[src/rtl/core/sm3_pkg.sv]
`default_nettype none
package sm3_pkg;

  localparam logic [31:0] T_LOW  = 32'h79cc4519;
  localparam logic [31:0] T_HIGH = 32'h7a879d8a;
  localparam logic [7:0]  PAD_BYTE = 8'h80;
  localparam logic [3:0]  LEN_SLOT = 4'd14;
  localparam int unsigned NUM_IV = 8;

  localparam logic [255:0] IV_RESET = {
    32'h7380166f, 32'h4914b2b9, 32'h172442d7, 32'hda8a0600,
    32'ha96f30bc, 32'h163138aa, 32'he38dee4d, 32'hb0fb0e4e
  };

  typedef enum logic [2:0] {
    ST_IDLE,
    ST_COMP,
    ST_PAD,
    ST_OUT
  } sm3_state_t;

  typedef enum logic [1:0] {
    SRC_ZERO,
    SRC_LEN_HI,
    SRC_LEN_LO
  } pad_src_t;

  // controller to datapath
  typedef struct packed {
    logic     load_iv;
    logic     take_word;
    logic     push_pad;
    pad_src_t pad_src;
    logic     comp_start;
    logic     comp_step;
  } sm3_cmd_t;

  // datapath to controller
  typedef struct packed {
    logic       block_full;
    logic [3:0] fill;
    logic       comp_last;
    logic       extra_pad;
  } sm3_sts_t;

  function automatic logic [31:0] rotl(input logic [31:0] x, input logic [4:0] n);
    logic [63:0] d;
    d = {x, x} << n;
    return d[63:32];
  endfunction

  function automatic logic [31:0] perm0(input logic [31:0] x);
    return x ^ rotl(x, 5'd9) ^ rotl(x, 5'd17);
  endfunction

  function automatic logic [31:0] perm1(input logic [31:0] x);
    return x ^ rotl(x, 5'd15) ^ rotl(x, 5'd23);
  endfunction

endpackage
`default_nettype wire

[src/rtl/core/sm3_ctrl.sv]
`default_nettype none
module sm3_ctrl (
  input  wire logic              clk,
  input  wire logic              rst_n,
  input  wire logic              in_valid,
  output logic                   in_stall,
  input  wire logic              in_last,
  output logic                   out_valid,
  input  wire logic              out_stall,
  output logic [2:0]             out_idx,
  output sm3_pkg::sm3_cmd_t      cmd,
  input  wire sm3_pkg::sm3_sts_t sts
);
  import sm3_pkg::*;

  sm3_state_t state_r, state_nxt;
  logic       busy_r, busy_nxt;
  logic       final_r, final_nxt;
  logic       lenhi_r, lenhi_nxt;
  logic [2:0] oidx_r, oidx_nxt;
  logic       acc;

  assign in_stall  = (state_r != ST_IDLE);
  assign out_valid = (state_r == ST_OUT);
  assign out_idx   = oidx_r;
  assign acc       = in_valid && !in_stall;

  always_ff @(posedge clk) begin
    if (!rst_n) begin
      state_r <= ST_IDLE;
      busy_r  <= 1'b0;
      final_r <= 1'b0;
      lenhi_r <= 1'b0;
      oidx_r  <= '0;
    end else begin
      state_r <= state_nxt;
      busy_r  <= busy_nxt;
      final_r <= final_nxt;
      lenhi_r <= lenhi_nxt;
      oidx_r  <= oidx_nxt;
    end
  end

  always_comb begin
    state_nxt = state_r;
    busy_nxt  = busy_r;
    final_nxt = final_r;
    lenhi_nxt = lenhi_r;
    oidx_nxt  = oidx_r;
    cmd       = '0;
    cmd.pad_src = SRC_ZERO;
    case (state_r)
      ST_IDLE: begin
        if (acc) begin
          cmd.load_iv   = !busy_r;
          cmd.take_word = 1'b1;
          busy_nxt      = !in_last;
          final_nxt     = in_last;
          lenhi_nxt     = 1'b0;
          if (sts.block_full) begin
            cmd.comp_start = 1'b1;
            state_nxt      = ST_COMP;
          end else if (in_last) begin
            state_nxt = ST_PAD;
          end
        end
      end
      ST_COMP: begin
        cmd.comp_step = 1'b1;
        if (sts.comp_last) begin
          if (!final_r) begin
            state_nxt = ST_IDLE;
          end else if (!lenhi_r) begin
            state_nxt = ST_PAD;
          end else begin
            state_nxt = ST_OUT;
            lenhi_nxt = 1'b0;
            oidx_nxt  = '0;
          end
        end
      end
      ST_PAD: begin
        cmd.push_pad = 1'b1;
        if (sts.extra_pad) begin
          cmd.pad_src = SRC_ZERO;
        end else if (sts.fill == LEN_SLOT) begin
          cmd.pad_src = SRC_LEN_HI;
          lenhi_nxt   = 1'b1;
        end else if (lenhi_r) begin
          cmd.pad_src = SRC_LEN_LO;
        end else begin
          cmd.pad_src = SRC_ZERO;
        end
        if (sts.block_full) begin
          cmd.comp_start = 1'b1;
          state_nxt      = ST_COMP;
        end
      end
      ST_OUT: begin
        if (!out_stall) begin
          oidx_nxt = oidx_r + 3'd1;
          if (oidx_r == 3'd7) begin
            state_nxt = ST_IDLE;
            final_nxt = 1'b0;
          end
        end
      end
      default: state_nxt = ST_IDLE;
    endcase
  end

endmodule
`default_nettype wire

[src/rtl/core/sm3_datapath.sv]
`default_nettype none
module sm3_datapath (
  input  wire logic              clk,
  input  wire logic              rst_n,
  input  wire logic [255:0]      iv,
  input  wire logic [31:0]       in_msg_word,
  input  wire logic [2:0]        in_byte_count,
  input  wire logic              in_last,
  input  wire logic [2:0]        out_idx,
  output logic [31:0]            out_word,
  input  wire sm3_pkg::sm3_cmd_t cmd,
  output sm3_pkg::sm3_sts_t      sts
);
  import sm3_pkg::*;

  logic [31:0] w_r [16];
  logic [31:0] cv_r [8];
  logic [31:0] rr_r [8];
  logic [63:0] len_r, len_nxt;
  logic [3:0]  fill_r, fill_nxt;
  logic [5:0]  rnd_r;
  logic        xpad_r, xpad_nxt;

  logic [2:0]  nb;
  logic [31:0] mask, pword, push_val;
  logic        do_push, second;

  // word pushed this cycle
  always_comb begin
    nb = (in_byte_count > 3'd4) ? 3'd4 : in_byte_count;
    if (!in_last) nb = 3'd4;
    mask  = (nb == 3'd0) ? 32'd0 : (32'hffffffff << (6'd32 - {nb, 3'b000}));
    pword = (in_msg_word & mask) | ({24'd0, PAD_BYTE} << (5'd24 - {nb[1:0], 3'b000}));
    second = 1'b0;
    do_push = cmd.take_word | cmd.push_pad;
    if (cmd.take_word)
      push_val = (in_last && nb != 3'd4) ? pword : in_msg_word;
    else if (xpad_r)
      push_val = {PAD_BYTE, 24'd0};
    else begin
      case (cmd.pad_src)
        SRC_LEN_HI: push_val = len_r[63:32];
        SRC_LEN_LO: push_val = len_r[31:0];
        default:    push_val = 32'd0;
      endcase
    end
    fill_nxt = do_push ? fill_r + 4'd1 : fill_r;
    if (cmd.load_iv && cmd.take_word) fill_nxt = 4'd1;
    len_nxt = cmd.load_iv ? 64'd0 : len_r;
    if (cmd.take_word) len_nxt = len_nxt + {58'd0, nb, 3'b000};
    xpad_nxt = xpad_r;
    if (cmd.take_word) xpad_nxt = in_last && nb == 3'd4;
    else if (cmd.push_pad) xpad_nxt = 1'b0;
    if (second) xpad_nxt = 1'b1;
  end

  logic [3:0] waddr;
  assign waddr = (cmd.load_iv && cmd.take_word) ? 4'd0 : fill_r;

  assign sts.fill       = fill_r;
  assign sts.block_full = do_push && (waddr == 4'd15);
  assign sts.comp_last  = (rnd_r == 6'd63);
  assign sts.extra_pad  = xpad_r;

  // round logic
  logic [31:0] a, b, c, d, e, f, g, h, a12, ss1, ss2, ff, gg, tt1, tt2, tj, wn;
  logic        lo;
  always_comb begin
    a = rr_r[0]; b = rr_r[1]; c = rr_r[2]; d = rr_r[3];
    e = rr_r[4]; f = rr_r[5]; g = rr_r[6]; h = rr_r[7];
    lo  = (rnd_r < 6'd16);
    tj  = rotl(lo ? T_LOW : T_HIGH, rnd_r[4:0]);
    a12 = rotl(a, 5'd12);
    ss1 = rotl(a12 + e + tj, 5'd7);
    ss2 = ss1 ^ a12;
    ff  = lo ? (a ^ b ^ c) : ((a & b) | (a & c) | (b & c));
    gg  = lo ? (e ^ f ^ g) : ((e & f) | (~e & g));
    tt1 = ff + d + ss2 + (w_r[0] ^ w_r[4]);
    tt2 = gg + h + ss1 + w_r[0];
    wn  = perm1(w_r[0] ^ w_r[7] ^ rotl(w_r[13], 5'd15)) ^ rotl(w_r[3], 5'd7) ^ w_r[10];
  end

  always_ff @(posedge clk) begin
    if (!rst_n) begin
      fill_r <= '0;
      len_r  <= '0;
      xpad_r <= 1'b0;
      rnd_r  <= '0;
      for (int i = 0; i < 8; i++) cv_r[i] <= IV_RESET[255 - 32*i -: 32];
    end else begin
      fill_r <= fill_nxt;
      len_r  <= len_nxt;
      xpad_r <= xpad_nxt;
      if (cmd.load_iv)
        for (int i = 0; i < 8; i++) cv_r[i] <= iv[255 - 32*i -: 32];
      if (cmd.comp_start) begin
        rnd_r <= '0;
        for (int i = 0; i < 8; i++)
          rr_r[i] <= cmd.load_iv ? iv[255 - 32*i -: 32] : cv_r[i];
      end else if (cmd.comp_step) begin
        rnd_r <= rnd_r + 6'd1;
        rr_r[0] <= tt1;       rr_r[1] <= a;
        rr_r[2] <= rotl(b, 5'd9); rr_r[3] <= c;
        rr_r[4] <= perm0(tt2); rr_r[5] <= e;
        rr_r[6] <= rotl(f, 5'd19); rr_r[7] <= g;
        for (int i = 0; i < 15; i++) w_r[i] <= w_r[i+1];
        w_r[15] <= wn;
        if (rnd_r == 6'd63) begin
          cv_r[0] <= cv_r[0] ^ tt1;       cv_r[1] <= cv_r[1] ^ a;
          cv_r[2] <= cv_r[2] ^ rotl(b, 5'd9); cv_r[3] <= cv_r[3] ^ c;
          cv_r[4] <= cv_r[4] ^ perm0(tt2); cv_r[5] <= cv_r[5] ^ e;
          cv_r[6] <= cv_r[6] ^ rotl(f, 5'd19); cv_r[7] <= cv_r[7] ^ g;
        end
      end
    end
    if (do_push) w_r[waddr] <= push_val;
  end

  assign out_word = cv_r[out_idx];

endmodule
`default_nettype wire

[src/rtl/core/sm3_hash_engine.sv]
`default_nettype none
// SM3 hash engine. Message words are taken one per cycle while a 16-word
// block fills; each full block then runs the 64-round compression, one
// round per cycle on a single round unit. The last word triggers padding,
// plus one more block when the length does not fit, and the digest
// leaves as eight words, index 0 most significant. The IV registers are
// sampled when the first word of a message is taken.
module sm3_hash_engine (
  input  wire logic        clk,
  input  wire logic        rst_n,
  input  wire logic        cfg_we,
  input  wire logic [2:0]  cfg_index,
  input  wire logic [31:0] cfg_data,
  input  wire logic        in_valid,
  output logic             in_stall,
  input  wire logic [31:0] in_msg_word,
  input  wire logic [2:0]  in_byte_count,
  input  wire logic        in_last,
  output logic             out_valid,
  input  wire logic        out_stall,
  output logic [31:0]      out_digest_word,
  output logic [2:0]       out_word_index,
  output logic             out_last_word
);
  import sm3_pkg::*;

  logic [255:0] iv_r;
  sm3_cmd_t     cmd;
  sm3_sts_t     sts;
  logic [2:0]   oidx;

  always_ff @(posedge clk) begin
    if (!rst_n) begin
      iv_r <= IV_RESET;
    end else if (cfg_we) begin
      iv_r[255 - 32*cfg_index -: 32] <= cfg_data;
    end
  end

  sm3_ctrl u_ctrl (
    .clk, .rst_n, .in_valid, .in_stall, .in_last, .out_valid, .out_stall,
    .out_idx(oidx), .cmd, .sts
  );

  sm3_datapath u_dp (
    .clk, .rst_n, .iv(iv_r), .in_msg_word, .in_byte_count, .in_last,
    .out_idx(oidx), .out_word(out_digest_word), .cmd, .sts
  );

  assign out_word_index = oidx;
  assign out_last_word  = (oidx == 3'd7);

  a_no_overlap: assert property (@(posedge clk) disable iff (!rst_n)
    !(out_valid && !in_stall)) else $error("input open during output");
  a_out_order: assert property (@(posedge clk) disable iff (!rst_n)
    out_valid && !out_stall && !out_last_word |=> out_valid &&
    out_word_index == $past(out_word_index) + 3'd1) else $error("digest order");
  a_cmd_excl: assert property (@(posedge clk) disable iff (!rst_n)
    !(cmd.take_word && cmd.push_pad)) else $error("double push");

endmodule
`default_nettype wire
[config.mk]
export PLATFORM = sky130hd
export DESIGN_NAME = sm3_hash_engine
export DESIGN_NICKNAME = d
export VERILOG_FILES = /design/src/rtl/core/sm3_pkg.sv /design/src/rtl/core/sm3_ctrl.sv /design/src/rtl/core/sm3_datapath.sv /design/src/rtl/core/sm3_hash_engine.sv
export SDC_FILE = /design/constraint.sdc
export NUM_CORES = 2
export LEC_CHECK = 0
export BUFFER_PORTS_ARGS = -buffer_cell sky130_fd_sc_hd__buf_4
export CELL_PAD_IN_SITES_DETAIL_PLACEMENT = 0
export CELL_PAD_IN_SITES_GLOBAL_PLACEMENT = 1
export CORE_UTILIZATION = 50
export DETAILED_ROUTE_END_ITERATION = 7
export PLACE_DENSITY = 0.78
export SETUP_SLACK_MARGIN = 0.4
export SLEW_MARGIN = 20
export SYNTH_ARGS = -nofsm -noshare
export SYNTH_HDL_FRONTEND = slang
export SYNTH_SLANG_ARGS = --single-unit
[constraint.sdc]
create_clock -name clk -period 25.6 [get_ports clk]
set_clock_uncertainty 0.05 [all_clocks]
set_input_delay 3.84 -clock clk [delete_from_list [all_inputs] [get_ports clk]]
set_output_delay 3.84 -clock clk [all_outputs]
set_load 0.02 [all_outputs]
# == After elaboration in Yosys (flattened, before gate mapping) ==
# Memories as Yosys holds them, arrays and structs flattened. A register that Yosys moved wholly into a read port is not among the register bits.
# Index checks and enable logic that the tools add are counted.
# word_totals
regBits,340
ramBits,1024
input_bits,76
out_inout_bits,38
wordCells,249
memories,3
# memory_table
name,depth,width,read_ports,rd_clocked_by_memory_dff,wr,line,source
u_dp.w_r,16,32,16,0,16,sm3_datapath.sv:16,logic [31:0] w_r [16];
u_dp.cv_r,8,32,9,1,8,sm3_datapath.sv:17,logic [31:0] cv_r [8];
u_dp.rr_r,8,32,8,0,8,sm3_datapath.sv:18,logic [31:0] rr_r [8];
# op_classes
addsub,16
order_cmp,2
n_eq_ne,21
shift,5
mux,108
bitwise,59
reduce_logical,24
# op_table
operator,n
32-bit two-way mux,39
32-bit bitwise XOR,22
32-bit by 34-bit variable shift with 287-bit output (first input constant),1
32-bit by 34-bit variable part select with 287-bit output,1
32-bit adder,8
256-bit bitwise mux,1
32-bit bitwise AND,6
64-bit two-way mux,2
32-bit OR,4
64-bit by 6-bit adder with 64-bit output,1
32-bit one-hot mux with 2 select lines,1
64-bit by 5-bit left shift with 64-bit output,1
3-bit two-way mux,17
1-bit two-way mux,35
32-bit negator with 34-bit output,1
32-bit NOT,1
32-bit OR reduction,1
32-bit by 6-bit left shift with 32-bit output (first input constant),1
8-bit by 5-bit left shift with 32-bit output (first input constant),1
26-bit two-way mux,1
1-bit OR,25
3-bit one-hot mux with 4 select lines,1
6-bit AND reduction,2
2-bit two-way mux,5
32 further kinds,57

# == Depth between registers and ports, before layout ==
# logic_depth
word_depth,16
mapped_depth,43

# == Cells and area by module ==
# A second synthesis with hierarchy kept.
# unflattened
cells_unflattened,7548
hier_area_um2,78446.5
# modules_own_cells
mod,n_inst,cells_per_inst,area_each_um2,seq_area_each_um2
sm3_datapath,1,6573,68197.9,32190.9
sm3_hash_engine,1,913,9701.8,5124.9
sm3_ctrl,1,62,546.8,160.2

# == Worst setup path before layout ==
# OpenSTA, ideal clock, no wires.
# synth_path
path_kind,input -> register
startpoint,input port in_valid
endpoint,memory u_dp.rr_r[0][0] (enable)
setup_ns,1.979
t_arrival_ns,9.937
setup_slack_ns,13.633
stages,10
path_buffers,4
cell_sequence,or3b_2 -> buf_2 -> nor2_2 -> nor3_1 -> and3_1 -> nand4_1 -> buf_2 -> clkbuf_1 -> buf_2 -> nand2_1
# synth_rtl
element,line,source
"start, declared",sm3_hash_engine.sv:14,"input wire logic in_valid,"
"end, declared",sm3_datapath.sv:18,

==> summary.md <==
| Metric | Value |
|---|---|
| Status | `completed` |
| Setup TNS after final layout | `0 ps` |
| Global-route wire length before repair | `425 mm` |
| Internal | `4040 uW` |
| Drt total wl | `302 mm` |
| CTS max path bufs | `3` |
| Port Buffers | `113` |
| Crit path kind | `reg -> reg` |
| Fill cells | `13400` |
| Leak | `0.0317 uW` |
| Slew @ Worst Pin | `1290 ps` |
| Netlist cell types | `91` |
| Die footprint | `155000 um^2` |
| Routed via count | `61400` |
| Cell Area, Synth | `76700 um^2` |
| Sequential Power Share | `0.427` |
| Setup bufs post-CTS | `0` |
| Register area share after synthesis | `0.490` |
| Most Frequent Cell on Critical Path | `fa_1` |
| Maximum capacitance violations | `0` |
| Final setup vio count | `0` |
| Synth-to-layout area growth | `10.1%` |
| Average size of a mapped cell | `9.77 um^2` |
| Clk_lat worst skew | `810 ps` |
| Core area | `152000 um^2` |
| Overflow after GRT | `0` |
| Power, Total | `5760 uW` |
| Fin. Hold Viols | `0` |
| Initial Util | `0.504` |
| GP Congestion | `1.02` |
| Yosys reg bits | `1363` |
| Slowest cell on crit path | `buf_4` |
| Post-Place Cells | `9622` |
| CTS Hold Buffers Added | `0` |
| I/O pin total | `114` |
| CTS tree | `yes` |
| RSZ-0062 raised after global routing | `false` |
| Critical path launch point type | `register` |
| Row cnt | `143` |
| 1st-iter DRT viols | `8121` |
| Peak VDD IR | `71.3 uV` |
| Die Span Y | `394 um` |
| Syn nets | `8228` |
| Reg-to-reg endpoint | `u_dp.cv_r[0][31]$_DFFE_PP_` |
| Post-DP HPWL | `208 mm` |
| Crit path launch | `u_dp.rnd_r[4]$_SDFFE_PP0P_` |
| Sw Ratio | `0.299` |
| CTS resizes | `0` |
| Antenna violations before repair | `14` |
| Fin nets | `8125` |
| Global Route Usage Sum | `0.383` |
| Remaining DRCs | `0` |
| Commonest non-fill, non-tap cell in the layout | `nand2_1` |
| Switch Pwr | `1720 uW` |
| Clock slew seen by the registers of the worst setup and hold paths | `60 ps` |
| Antenna viol nets, final | `0` |
| Ys Warns | `0` |
| Non-Filler Instances | `9905` |
| R2r worst-path depth | `39` |
| RR Startpoint | `u_dp.rnd_r[4]$_SDFFE_PP0P_` |
| Worst setup EP type | `register` |
| Number of global-route vias before repair | `56800` |
| Crit Path Max Fanout | `49` |
| Most frequent cells in the layout | `nand2_1, edfxtp_1, o21ai_0` |
| Combinational fraction of design power | `0.193` |
| Max Freq | `85.7 MHz` |
| CTS Buf Count | `152` |
| Clock sinks | `1363` |
| Max transition margin | `0.141` |
| Number of synthesized flops with an enable pin | `1024` |
| Worst R2R Setup Slack | `13930 ps` |
| Clk pwr share | `0.380` |
| Avg WL per Cell | `30.5 um` |
| H-tree depth | `4` |
| Die width | `394 um` |
| Synth Instances | `7849` |
| Critical Path End | `u_dp.cv_r[0][31]$_DFFE_PP_` |
| Worst hold-check path type | `reg -> reg` |
| Arrival @ worst endpoint | `12170 ps` |
| Largest net degree at the start of global routing | `158` |
| Worst stage delay on the critical path | `630 ps` |
| Pwr dens | `68.3 nW/um^2` |
| Layout cells sized above 1 | `0.0905` |
| Area taken by multi-input logic gates | `36300 um^2` |
| Drt pass-1 iters | `6` |
| Fin crit share | `0.456` |
| Async SR Flop Fraction | `0` |
| Routed vias/inst | `6.20` |
| Tmin final | `11670 ps` |
| Final slew viol count | `0` |
| Ys flop type | `edfxtp_1` |
| Clk root buf | `clkbuf_16` |
| Hold_sp | `iv_r[252]$_SDFFE_PN1P_` |
| Register area | `37500 um^2` |
| Data required time of the critical path | `26100 ps` |
==> critical path: cells and delay by family, from the launching register on <==
family | cells | cell delay (ps)
compound gates | 17 | 4190
fa+ha+maj | 8 | 3310
buf+inv | 4 | 1820
xor+xnor | 4 | 740
simple gates | 5 | 690
flops | 1 | 310
mux | 1 | 230
==> synthesized netlist by cell type, types with 32 or more instances <==
cell type	n	area, um^2
buf_1	36	135
xor2_1	165	1450
fa_1	189	3780
clkbuf_2	32	160
a21o_1	53	398
and3_1	35	219
inv_1	317	1190
dfxtp_1	339	6790
a22o_1	40	350
o21ai_0	806	4030
nor3_1	41	205
a31oi_1	194	1210
clkbuf_1	447	1680
a21boi_0	149	1120
nand2_1	1786	6700
edfxtp_1	1024	30700
xnor2_1	562	4920
mux4_2	64	1440
a21oi_1	328	1640
nand3_1	178	891
ha_1	114	1430
mux2_2	64	721
and2_1	33	206
mux2i_1	121	1210
nor2_1	445	1670
==> kinds of logic after synthesis <==
group / after synthesis / share of synthesized area
xor gates and xnor gates: 734 / 0.0850
buffers and inverters: 841 / 0.0418
adders and majority gates: 303 / 0.0680
AOI/OAI and AO/OA: 1723 / 0.131
and+or+nand+nor: 2636 / 0.140
muxes: 249 / 0.0440
DFF: 1363 / 0.490
==> per-layer routing <==
metal	vias up	wire, um	track usage
li1	26800	-	-
met1	30400	123000	0.554
met2	3686	126000	0.547
met3	507	38000	0.0940
met4	6	14100	0.162
met5	-	34	0
==> worst min path at each step <==
stage	end	cells after the start
detailed placement	iv_r[252]$_SDFFE_PN1P_	2
global placement	iv_r[252]$_SDFFE_PN1P_	2
floorplan	iv_r[252]$_SDFFE_PN1P_	2
CTS	iv_r[252]$_SDFFE_PN1P_	2
global route	iv_r[161]$_SDFFE_PN1P_	2
finish	iv_r[252]$_SDFFE_PN1P_	2
==> metrics by stage <==
| stage | cell area, um^2 | util | hold WS, ps | setup slack, ps |
|---|---|---|---|---|
| 5_1_grt | 84400 | 0.555 | 447 | 13500 |
| 2_1_floorplan | 76700 | - | 390 | 13630 |
| 3_3_place_gp | 79600 | 0.523 | 401 | 14230 |
| 4_1_cts | 84400 | 0.555 | 428 | 14110 |
| 3_5_place_dp | 79600 | 0.523 | 414 | 14170 |
| 6_report | 84400 | 0.555 | 427 | 13930 |
==> final cells by class <==
cell class,count,share of cell area
Antenna cell,5,0.000148
Clock buffer,214,0.0499
Clock inverter,64,0.00727
Inverter,320,0.0143
Multi-Input combinational cell,5645,0.429
Sequential cell,1363,0.445
Tap cell,2030,0.0301
Timing Repair Buffer,264,0.0243
==> power groups by stage <==
stage               sequential (uW)  clock [uW]  combinational [uW]
global placement               2500           0                1070
floorplan                      2490           0                 697
detailed placement             2510           0                1080
finish                         2460        2190                1110
global route                   2460        2280                1170
CTS                            2460        2200                1080
==> state kept, by name, indices dropped and copies added, names as in the netlist, named ones only <==
name            count
u_ctrl.busy_r       1
u_dp.len_r         61
u_ctrl.final_r      1
u_dp.fill_r         4
u_dp.cv_r         256
u_dp.rnd_r          6
u_dp.rr_r         256
u_ctrl.out_idx      3
iv_r              256
u_dp.w_r          512
u_ctrl.lenhi_r      1
u_dp.xpad_r         1
u_ctrl.state_r      2
No activity file was read; power rests on OpenSTA's default activity.
